$ cat config.mk
export PLATFORM = sky130hd
export DESIGN_NAME = three_voice_tone_mixer
export DESIGN_NICKNAME = d
export VERILOG_FILES = /design/src/tvm_pkg.sv /design/src/tvm_core.sv /design/src/three_voice_tone_mixer.sv
export SDC_FILE = /design/constraint.sdc
export NUM_CORES = 2
export LEC_CHECK = 0
export BUFFER_PORTS_ARGS = -buffer_cell sky130_fd_sc_hd__buf_2
export CAP_MARGIN = 20
export CORE_MARGIN = 2
export CORE_UTILIZATION = 60
export CTS_CLUSTER_DIAMETER = 100
export DETAILED_ROUTE_END_ITERATION = 7
export PLACE_DENSITY = 0.79
export SLEW_MARGIN = 20
export SYNTH_ARGS = -nofsm -noshare
export SYNTH_HDL_FRONTEND = slang
export SYNTH_HIERARCHICAL = 1
export SYNTH_SLANG_ARGS = --single-unit
$ cat constraint.sdc
create_clock -name clk -period 22 [get_ports clk]
set_clock_uncertainty 0.1 [all_clocks]
set_input_delay 1.1 -clock clk [delete_from_list [all_inputs] [get_ports clk]]
set_output_delay 1.1 -clock clk [all_outputs]
set_load 0.02 [all_outputs]
$ cat src/tvm_pkg.sv
// shared types, register codes and the sine table for the tone mixer
package tvm_pkg;

	localparam int TVM_VOICES = 3;
	localparam int TVM_SINE_ENTRIES = 360;

	// register indexes on the configuration port
	localparam logic [1:0] REG_MODE = 2'd0;
	localparam logic [1:0] REG_VOLUME = 2'd1;
	localparam logic [1:0] REG_SILENCE = 2'd2;

	// dac volume codes, all others pass the average unchanged
	localparam logic [2:0] VOL_HALF = 3'd1;
	localparam logic [2:0] VOL_X2 = 3'd3;
	localparam logic [2:0] VOL_X4 = 3'd4;
	localparam logic [2:0] VOL_X8 = 3'd5;
	localparam logic [2:0] VOL_RESET = 3'd2;

	localparam logic [23:0] PHASE_MULT = 24'd180;
	// floor(2^28 / 360), quotient is exact or one short
	localparam int RECIP_SHIFT = 28;
	localparam logic [19:0] RECIP_360 = 20'd745654;

	typedef struct packed {
		logic       start;
		logic       dac_mode;
		logic       silence;
		logic [2:0] dac_volume;
	} tvm_cmd_t;

	localparam logic [7:0] SINE_ROM [TVM_SINE_ENTRIES] = '{
		8'd64, 8'd66, 8'd68, 8'd70, 8'd72, 8'd75, 8'd77, 8'd79,
		8'd81, 8'd83, 8'd85, 8'd87, 8'd90, 8'd92, 8'd94, 8'd95,
		8'd97, 8'd99, 8'd101, 8'd103, 8'd105, 8'd106, 8'd108, 8'd110,
		8'd111, 8'd113, 8'd114, 8'd115, 8'd117, 8'd118, 8'd119, 8'd120,
		8'd121, 8'd122, 8'd123, 8'd124, 8'd124, 8'd125, 8'd126, 8'd126,
		8'd127, 8'd127, 8'd127, 8'd127, 8'd127, 8'd128, 8'd127, 8'd127,
		8'd127, 8'd127, 8'd127, 8'd126, 8'd126, 8'd125, 8'd124, 8'd124,
		8'd123, 8'd122, 8'd121, 8'd120, 8'd119, 8'd118, 8'd117, 8'd115,
		8'd114, 8'd113, 8'd111, 8'd110, 8'd108, 8'd106, 8'd105, 8'd103,
		8'd101, 8'd99, 8'd97, 8'd95, 8'd94, 8'd92, 8'd90, 8'd87,
		8'd85, 8'd83, 8'd81, 8'd79, 8'd77, 8'd75, 8'd72, 8'd70,
		8'd68, 8'd66, 8'd64, 8'd61, 8'd59, 8'd57, 8'd55, 8'd52,
		8'd50, 8'd48, 8'd46, 8'd44, 8'd42, 8'd40, 8'd37, 8'd35,
		8'd33, 8'd32, 8'd30, 8'd28, 8'd26, 8'd24, 8'd22, 8'd21,
		8'd19, 8'd17, 8'd16, 8'd14, 8'd13, 8'd12, 8'd10, 8'd9,
		8'd8, 8'd7, 8'd6, 8'd5, 8'd4, 8'd3, 8'd3, 8'd2,
		8'd1, 8'd1, 8'd0, 8'd0, 8'd0, 8'd0, 8'd0, 8'd0,
		8'd0, 8'd0, 8'd0, 8'd0, 8'd0, 8'd1, 8'd1, 8'd2,
		8'd3, 8'd3, 8'd4, 8'd5, 8'd6, 8'd7, 8'd8, 8'd9,
		8'd10, 8'd12, 8'd13, 8'd14, 8'd16, 8'd17, 8'd19, 8'd21,
		8'd22, 8'd24, 8'd26, 8'd28, 8'd30, 8'd31, 8'd33, 8'd35,
		8'd37, 8'd40, 8'd42, 8'd44, 8'd46, 8'd48, 8'd50, 8'd52,
		8'd55, 8'd57, 8'd59, 8'd61, 8'd63, 8'd66, 8'd68, 8'd70,
		8'd72, 8'd75, 8'd77, 8'd79, 8'd81, 8'd83, 8'd85, 8'd87,
		8'd90, 8'd92, 8'd94, 8'd96, 8'd97, 8'd99, 8'd101, 8'd103,
		8'd105, 8'd106, 8'd108, 8'd110, 8'd111, 8'd113, 8'd114, 8'd115,
		8'd117, 8'd118, 8'd119, 8'd120, 8'd121, 8'd122, 8'd123, 8'd124,
		8'd124, 8'd125, 8'd126, 8'd126, 8'd127, 8'd127, 8'd127, 8'd127,
		8'd127, 8'd128, 8'd127, 8'd127, 8'd127, 8'd127, 8'd127, 8'd126,
		8'd126, 8'd125, 8'd124, 8'd124, 8'd123, 8'd122, 8'd121, 8'd120,
		8'd119, 8'd118, 8'd117, 8'd115, 8'd114, 8'd113, 8'd111, 8'd110,
		8'd108, 8'd106, 8'd105, 8'd103, 8'd101, 8'd99, 8'd97, 8'd95,
		8'd94, 8'd92, 8'd90, 8'd87, 8'd85, 8'd83, 8'd81, 8'd79,
		8'd77, 8'd75, 8'd72, 8'd70, 8'd68, 8'd66, 8'd64, 8'd61,
		8'd59, 8'd57, 8'd55, 8'd52, 8'd50, 8'd48, 8'd46, 8'd44,
		8'd42, 8'd40, 8'd37, 8'd35, 8'd33, 8'd32, 8'd30, 8'd28,
		8'd26, 8'd24, 8'd22, 8'd21, 8'd19, 8'd17, 8'd16, 8'd14,
		8'd13, 8'd12, 8'd10, 8'd9, 8'd8, 8'd7, 8'd6, 8'd5,
		8'd4, 8'd3, 8'd3, 8'd2, 8'd1, 8'd1, 8'd0, 8'd0,
		8'd0, 8'd0, 8'd0, 8'd0, 8'd0, 8'd0, 8'd0, 8'd0,
		8'd0, 8'd1, 8'd1, 8'd2, 8'd3, 8'd3, 8'd4, 8'd5,
		8'd6, 8'd7, 8'd8, 8'd9, 8'd10, 8'd12, 8'd13, 8'd14,
		8'd16, 8'd17, 8'd19, 8'd21, 8'd22, 8'd24, 8'd26, 8'd28,
		8'd30, 8'd32, 8'd33, 8'd35, 8'd37, 8'd40, 8'd42, 8'd44,
		8'd46, 8'd48, 8'd50, 8'd52, 8'd55, 8'd57, 8'd59, 8'd61
	};

endpackage

$ cat src/tvm_core.sv
// voice sequencer with one shared multiplier, square counters and sine rom
module tvm_core
	import tvm_pkg::*;
#(
	parameter int VOICES = TVM_VOICES
) (
	input  logic                clk,
	input  logic                arst_n,
	input  tvm_cmd_t            cmd,
	input  logic [VOICES*16-1:0] half_period,
	input  logic [VOICES*16-1:0] freq,
	input  logic [VOICES*4-1:0]  vol,
	output logic                busy,
	output logic [7:0]          next_level
);

	localparam int VW = (VOICES > 1) ? $clog2(VOICES) : 1;
	localparam logic [VW-1:0] LAST_VOICE = VW'(VOICES - 1);

	typedef enum logic [3:0] {
		C_IDLE,
		C_DIG,
		C_FREQ,
		C_PROD,
		C_QUOT,
		C_REM,
		C_ROM,
		C_ACC,
		C_SCALE
	} state_t;

	state_t      state_q;
	logic [VW-1:0] v_q;
	logic [2:0]  vol_code_q;
	logic [31:0] idx_q;
	logic [15:0] tick_q [VOICES];
	logic        flag_q [VOICES];
	logic        any_q;
	logic [7:0]  avg_q;
	logic [7:0]  next_level_q;
	logic [55:0] mul_q;
	logic [18:0] phase_q;
	logic [7:0]  rom_q;

	// item payload, held for the whole sequence
	logic [15:0] hp_q [VOICES];
	logic [15:0] fq_q [VOICES];
	logic [3:0]  vol_q [VOICES];

	logic [31:0] mul_a;
	logic [23:0] mul_b;
	logic [15:0] hp_eff;
	logic        wrap;
	logic        flag_new;
	logic        voice_on;
	logic [18:0] rem_raw;
	logic [8:0]  rem_fix;
	logic [7:0]  sample;
	logic [8:0]  avg_sum;
	logic [7:0]  avg_next;

	function automatic logic [7:0] scale_level(input logic [7:0] a, input logic [2:0] code);
		logic [7:0] s;
		case (code)
			VOL_HALF: s = {1'b0, a[7:1]};
			VOL_X2:   s = a[7] ? 8'hFF : {a[6:0], 1'b0};
			VOL_X4:   s = (a[7:6] != 2'b00) ? 8'hFF : {a[5:0], 2'b00};
			VOL_X8:   s = (a[7:5] != 3'b000) ? 8'hFF : {a[4:0], 3'b000};
			default:  s = a;
		endcase
		return s;
	endfunction

	assign voice_on = (vol_q[v_q] != 4'd0);

	// square voice step
	assign hp_eff = (hp_q[v_q] == 16'd0) ? 16'd1 : hp_q[v_q];
	assign wrap = (tick_q[v_q] >= (hp_eff - 16'd1));
	assign flag_new = flag_q[v_q] ^ wrap;

	// shared multiplier operands
	always_comb begin
		case (state_q)
			C_FREQ: begin
				mul_a = {16'd0, fq_q[v_q]};
				mul_b = PHASE_MULT;
			end
			C_PROD: begin
				mul_a = idx_q;
				mul_b = mul_q[23:0];
			end
			C_QUOT: begin
				mul_a = {13'd0, mul_q[31:13]};
				mul_b = {4'd0, RECIP_360};
			end
			C_REM: begin
				mul_a = {21'd0, mul_q[RECIP_SHIFT+10:RECIP_SHIFT]};
				mul_b = 24'(TVM_SINE_ENTRIES);
			end
			default: begin
				mul_a = 32'd0;
				mul_b = 24'd0;
			end
		endcase
	end

	// remainder is below twice the table length, one correction
	assign rem_raw = phase_q - mul_q[18:0];
	assign rem_fix = (rem_raw >= 19'(TVM_SINE_ENTRIES)) ?
		9'(rem_raw - 19'(TVM_SINE_ENTRIES)) : rem_raw[8:0];

	assign sample = voice_on ? rom_q : 8'd0;
	assign avg_sum = {1'b0, avg_q} + {1'b0, sample};
	assign avg_next = (v_q == '0) ? sample : avg_sum[8:1];

	always_ff @(posedge clk) begin
		if (cmd.start && state_q == C_IDLE) begin
			for (int v = 0; v < VOICES; v++) begin
				hp_q[v] <= half_period[v*16 +: 16];
				fq_q[v] <= freq[v*16 +: 16];
				vol_q[v] <= vol[v*4 +: 4];
			end
		end
		// full-width product, the quotient step needs bits above 32
		mul_q <= {24'd0, mul_a} * mul_b;
		if (state_q == C_QUOT)
			phase_q <= mul_q[31:13];
		if (state_q == C_ROM)
			rom_q <= SINE_ROM[rem_fix];
	end

	always_ff @(posedge clk or negedge arst_n) begin
		if (!arst_n) begin
			state_q <= C_IDLE;
			v_q <= '0;
			vol_code_q <= VOL_RESET;
			idx_q <= 32'd0;
			any_q <= 1'b0;
			avg_q <= 8'd0;
			next_level_q <= 8'd0;
			for (int v = 0; v < VOICES; v++) begin
				tick_q[v] <= 16'd0;
				flag_q[v] <= 1'b0;
			end
		end else begin
			case (state_q)
				C_IDLE: begin
					if (cmd.start) begin
						v_q <= '0;
						any_q <= 1'b0;
						vol_code_q <= cmd.dac_volume;
						if (cmd.dac_mode)
							idx_q <= idx_q + 32'd1;
						if (cmd.silence)
							next_level_q <= 8'd0;
						else if (cmd.dac_mode)
							state_q <= C_FREQ;
						else
							state_q <= C_DIG;
					end
				end
				C_DIG: begin
					flag_q[v_q] <= flag_new;
					tick_q[v_q] <= wrap ? 16'd1 : tick_q[v_q] + 16'd1;
					if (v_q == LAST_VOICE) begin
						next_level_q <= {7'd0, any_q | (flag_new & voice_on)};
						state_q <= C_IDLE;
					end else begin
						any_q <= any_q | (flag_new & voice_on);
						v_q <= v_q + VW'(1);
					end
				end
				C_FREQ:  state_q <= C_PROD;
				C_PROD:  state_q <= C_QUOT;
				C_QUOT:  state_q <= C_REM;
				C_REM:   state_q <= C_ROM;
				C_ROM:   state_q <= C_ACC;
				C_ACC: begin
					avg_q <= avg_next;
					if (v_q == LAST_VOICE) begin
						state_q <= C_SCALE;
					end else begin
						v_q <= v_q + VW'(1);
						state_q <= C_FREQ;
					end
				end
				C_SCALE: begin
					next_level_q <= scale_level(avg_q, vol_code_q);
					state_q <= C_IDLE;
				end
				default: state_q <= C_IDLE;
			endcase
		end
	end

	assign busy = (state_q != C_IDLE);
	assign next_level = next_level_q;

endmodule

$ cat src/three_voice_tone_mixer.sv
// three-voice tone mixer: stream ports, register file and output register
// One input beat per sample tick carries every voice's half-period, frequency
// and volume; each accepted beat gives exactly one output beat.
// The output beat carries the level worked out on the previous tick, plus a
// flag in m_tuser that is set when it differs from the level driven before.
// The output beat is loaded in the accept cycle, so it is valid in the cycle
// after the input beat is taken.
// After the accept the next level is computed by a sequencer over the voices,
// during which s_tready is low, so a new beat is taken only once the sequencer
// is back in idle. Square mode runs one counter step per voice. Sine mode runs
// six steps per voice through one shared multiplier (phase step, phase,
// reciprocal quotient, remainder, rom read, average) plus one scaling step.
// With silence set a beat can be taken each cycle while m_tready is high.
// A waiting output beat that is not yet taken holds s_tready low, so a
// receiver stall throttles the input side and nothing is lost.
// Reset clears the counters, the sample index and both levels; the volume
// register resets to pass-through. Registers are written over the apb port.
module three_voice_tone_mixer
	import tvm_pkg::*;
#(
	parameter int VOICES = TVM_VOICES
) (
	input  logic                             clk,
	input  logic                             arst_n,
	// half_period per voice, then freq per voice, then vol per voice
	input  logic [((VOICES*36+7)/8)*8-1:0]   s_tdata,
	input  logic                             s_tvalid,
	output logic                             s_tready,
	// level
	output logic [7:0]                       m_tdata,
	// level_changed
	output logic [0:0]                       m_tuser,
	output logic                             m_tvalid,
	input  logic                             m_tready,
	input  logic                             psel,
	input  logic                             penable,
	input  logic                             pwrite,
	input  logic [3:0]                       paddr,
	input  logic [31:0]                      pwdata,
	output logic [31:0]                      prdata,
	output logic                             pready
);

	logic       mode_q;
	logic [2:0] volume_q;
	logic       silence_q;
	logic       m_tvalid_q;
	logic [7:0] level_q;
	logic       changed_q;
	logic [7:0] driven_level_q;
	logic       accept;
	logic       busy;
	logic [7:0] next_level;
	tvm_cmd_t   cmd;

	assign pready = 1'b1;
	assign s_tready = !busy && (!m_tvalid_q || m_tready);
	assign accept = s_tvalid && s_tready;

	assign cmd.start = accept;
	assign cmd.dac_mode = mode_q;
	assign cmd.silence = silence_q;
	assign cmd.dac_volume = volume_q;

	tvm_core #(
		.VOICES(VOICES)
	) u_core (
		.clk(clk),
		.arst_n(arst_n),
		.cmd(cmd),
		.half_period(s_tdata[VOICES*16-1:0]),
		.freq(s_tdata[VOICES*32-1:VOICES*16]),
		.vol(s_tdata[VOICES*36-1:VOICES*32]),
		.busy(busy),
		.next_level(next_level)
	);

	always_comb begin
		case (paddr[3:2])
			REG_MODE:    prdata = {31'd0, mode_q};
			REG_VOLUME:  prdata = {29'd0, volume_q};
			REG_SILENCE: prdata = {31'd0, silence_q};
			default:     prdata = 32'd0;
		endcase
	end

	always_ff @(posedge clk or negedge arst_n) begin
		if (!arst_n) begin
			mode_q <= 1'b0;
			volume_q <= VOL_RESET;
			silence_q <= 1'b0;
		end else if (psel && penable && pwrite && pready) begin
			case (paddr[3:2])
				REG_MODE:    mode_q <= pwdata[0];
				REG_VOLUME:  volume_q <= pwdata[2:0];
				REG_SILENCE: silence_q <= pwdata[0];
				default:     ;
			endcase
		end
	end

	always_ff @(posedge clk or negedge arst_n) begin
		if (!arst_n) begin
			m_tvalid_q <= 1'b0;
			driven_level_q <= 8'd0;
		end else if (accept) begin
			m_tvalid_q <= 1'b1;
			driven_level_q <= next_level;
		end else if (m_tready) begin
			m_tvalid_q <= 1'b0;
		end
	end

	always_ff @(posedge clk) begin
		if (accept) begin
			level_q <= next_level;
			changed_q <= (next_level != driven_level_q);
		end
	end

	assign m_tvalid = m_tvalid_q;
	assign m_tdata = level_q;
	assign m_tuser = changed_q;

`ifndef SYNTHESIS
	// no beat is taken while the sequencer is still working
	a_no_accept_busy: assert property (@(posedge clk) disable iff (!arst_n)
		s_tready |-> !busy)
		else $error("input taken while sequencer busy");

	// every accepted beat shows up at the output in the next cycle
	a_out_after_accept: assert property (@(posedge clk) disable iff (!arst_n)
		accept |=> (m_tvalid && m_tdata == driven_level_q))
		else $error("output beat missing after accept");

	// changed flag compares against the level driven before
	a_changed_flag: assert property (@(posedge clk) disable iff (!arst_n)
		accept |=> (m_tuser[0] == (m_tdata != $past(driven_level_q))))
		else $error("level_changed does not match level history");
`endif

endmodule
==> impl_metrics.yaml <==
floorplan:
  core-area_um2: 60100
  row_count: 90
  die_h_um: 250
  die_x_um: 250
  start_util: 0.604
  die_area_um2: 62600
  boundaryPins: 199
sta:
  fin_ws_ns: 11.88
  fin_tns_setup_ns: 0
  hold_slack_ns: 0.380
  slew_headroom: 0.138
  rsz0062_at_grt: "no"
  final_max_slew_viol_count: 0
  post-route-period-util: 0.460
  finalSetupViolations: 0
  worstMarginPinSlew_ns: 1.28
  fmax_ghz: 0.0988
  fin_crit_ns: 10.12
  hold_violations: 0
cells_and_area:
  fin_cells: 4909
  final_cell_area_um2: 38900
  drive_gt1_frac: 0.0827
  postLayoutCoreUtil: 0.646
  syn_to_final_growth_pct: 6.92
  fin_nets: 4948
  final_common_cell: "inv_1"
  final_cell_mix: "inv_1, nand2_1, fa_1"
synth:
  synthArstFlopShare: 0.402
  synth-simple-area-share: 0.161
  synthAdderAreaFrac: 0.348
  yosysWarnings: 6
  synth.distinct_cells: 99
  synth_compound_area_frac: 0.106
  synth_edf_count: 144
  synth_top_family_by_area: "adder cells"
  synth.area.mux_share: 0.0239
  syn_avg_cell_area_um2: 8.91
  synth_xor_area_frac: 0.0368
  synth_flop_cell: "edfxtp_1"
  syn_inst: 4077
  seq_area_frac_synth: 0.225
  syn_area_um2: 36300
  synth-seq-cells: 306
  synth_top_cell_area_share: 0.290
  yosysTopAreaCell: "fa_1"
  yosys-top-cells-area: "fa_1, edfxtp_1, dfrtp_1, inv_1, nand2_1"
clock_network:
  root_buffer: "clkbuf_16"
  postCtsHoldBufs: 0
  clk_pin_slew_ns: 0.07
  ctsResizeCount: 0
  htreeDepth: 2
  worstSkewPairLatency_ns: 0.57
  clock_sinks: 306
  cts_tree: "yes"
  clockBufferDepth: 3
  post_cts_buffers: 0
  cts_buffers: 35
power_and_ir_drop:
  clock_power_share: 0.116
  p_leak_nw: 17.6
  p_sw_mw: 2.86
  p_int_mw: 2.23
  power_frac_comb: 0.721
  switching_share: 0.562
  ir_worst_vdd_uv: 191
  totalPowerFinal_mw: 5.09
  p_per_area_nw_per_um2: 131
  seqPwrFrac: 0.163
critical_path:
  cp_top_family: "adder cells"
  critPathMaxStageDelay_ns: 0.62
  crit_type: "reg -> reg"
  r2r_cells: 32
  crit_arrival_ns: 10.49
  worst-path-buf-inv: 7
  worstPathMaxFanout: 66
  crit_cells: 32
  start_kind: "flip-flop"
  cp.required_ns: 22.37
  cp-end-kind: "flip-flop"
  crit_start: "u_core/state_q[1]"
  crit_path_frequent_cell: "fa_1"
  crit_path_top_delay_cell: "buf_4"
  r2r_start: "u_core/state_q[1]"
grt:
  gr-usage-all-layers: 0.353
  grt_pass1_wl_um: 170000
  antenna_found_initial: 5
  grt_max_degree: 86
  grt_pass1_vias: 30461
  overflow: 0
place:
  numPortBuffers: 133
  place_inst: 4843
  pre_cts_slack_ns: 12.07
  place.gp.congestion: 1.00
  hpwl_um: 79800
  post_dp_cell_area_um2: 37700
hold_path:
  hold_depth: 2
  hp-class: "reg -> reg"
  worstHoldStart: "u_core/tick_q[20]"
outcome:
  outcome: "completed"
route:
  ant_nets: 0
  via_per_inst: 6.08
  post_drt_wl_per_cell_um: 22.2
  drt_iter0_drc: 3128
  first_pass_iters: 6
  vias: 29824
  routed_wl_um: 109000
  drc: 0
job:
  maxCapViolCount: 0
==> sequential cells by signal, indices dropped and copies added (netlist names), 2 cells and up <==
name	count
u_core/tick_q	48
u_core/hp_q	48
u_core/vol_q	12
u_core/idx_q	32
driven_level_q	8
m_tdata	8
u_core/flag_q	3
u_core/v_q	2
volume_q	3
u_core/state_q	4
u_core/fq_q	48
u_core/rom_q	8
u_core/next_level	8
u_core/vol_code_q	3
u_core/mul_q	39
u_core/avg_q	8
u_core/phase_q	19
==> synth_stat cells, types with 40 or more instances <==
cell type	instances
o21ai_0	142
edfxtp_1	144
xnor2_1	104
xor2_1	45
dfrtp_1	121
nand2_1	603
clkbuf_1	169
nor3_1	48
fa_1	527
nor2_1	412
nand3_1	66
a21o_1	40
mux2i_1	62
inv_1	650
ha_1	168
a21oi_1	143
==> worst min-delay path: stages, from the launching register on <==
cell     delay, ns
dfrtp_1       0.34
nand2_1       0.05
o31ai_1       0.05
==> worst paths after layout <==
check,end,slack [ns]
max,u_core/mul_q[37],11.88
min,u_core/tick_q[20],0.38
max reg2reg,u_core/mul_q[37],11.88
min reg2reg,u_core/tick_q[20],0.38
max in group asynchronous,u_core/v_q[1],19.99
min in group asynchronous,u_core/idx_q[31],0.39
==> cell families after synthesis <==
group	after synthesis
other	2
XOR/XNOR	151
flip-flops	306
multiplexers	84
AO/OA/AOI/OAI	591
AND/OR/NAND/NOR	1349
buffers and inverters	899
adder cells (fa/ha/maj)	695
==> area by class of cell <==
class / instances / area, um2
clock inverters: 17 / 215
inverters: 652 / 2450
repair buffers: 203 / 1200
multi-input cells: 2900 / 24900
clock buffers: 45 / 933
well taps: 782 / 978
fillers: 4930 / 21300
flip-flops and latches: 306 / 8190
diodes: 4 / 10.0
==> power groups by stage <==
stage	clock (mW)	sequential [mW]	combinational (mW)
floorplan	0	0.780	2.48
global placement	0	0.832	3.46
detailed placement	0	0.836	3.50
CTS	0.601	0.825	3.52
global route	0.620	0.839	3.93
finish	0.593	0.830	3.67
==> layer usage <==
layer	GRT usage	vias to the layer above	wire length (um)
met5	0	-	23
met4	0.213	4	7900
met3	0.0914	482	12700
met2	0.555	1716	49100
met1	0.441	14588	39400
li1	-	13034	-
No activity file was read; power rests on OpenSTA's default activity.
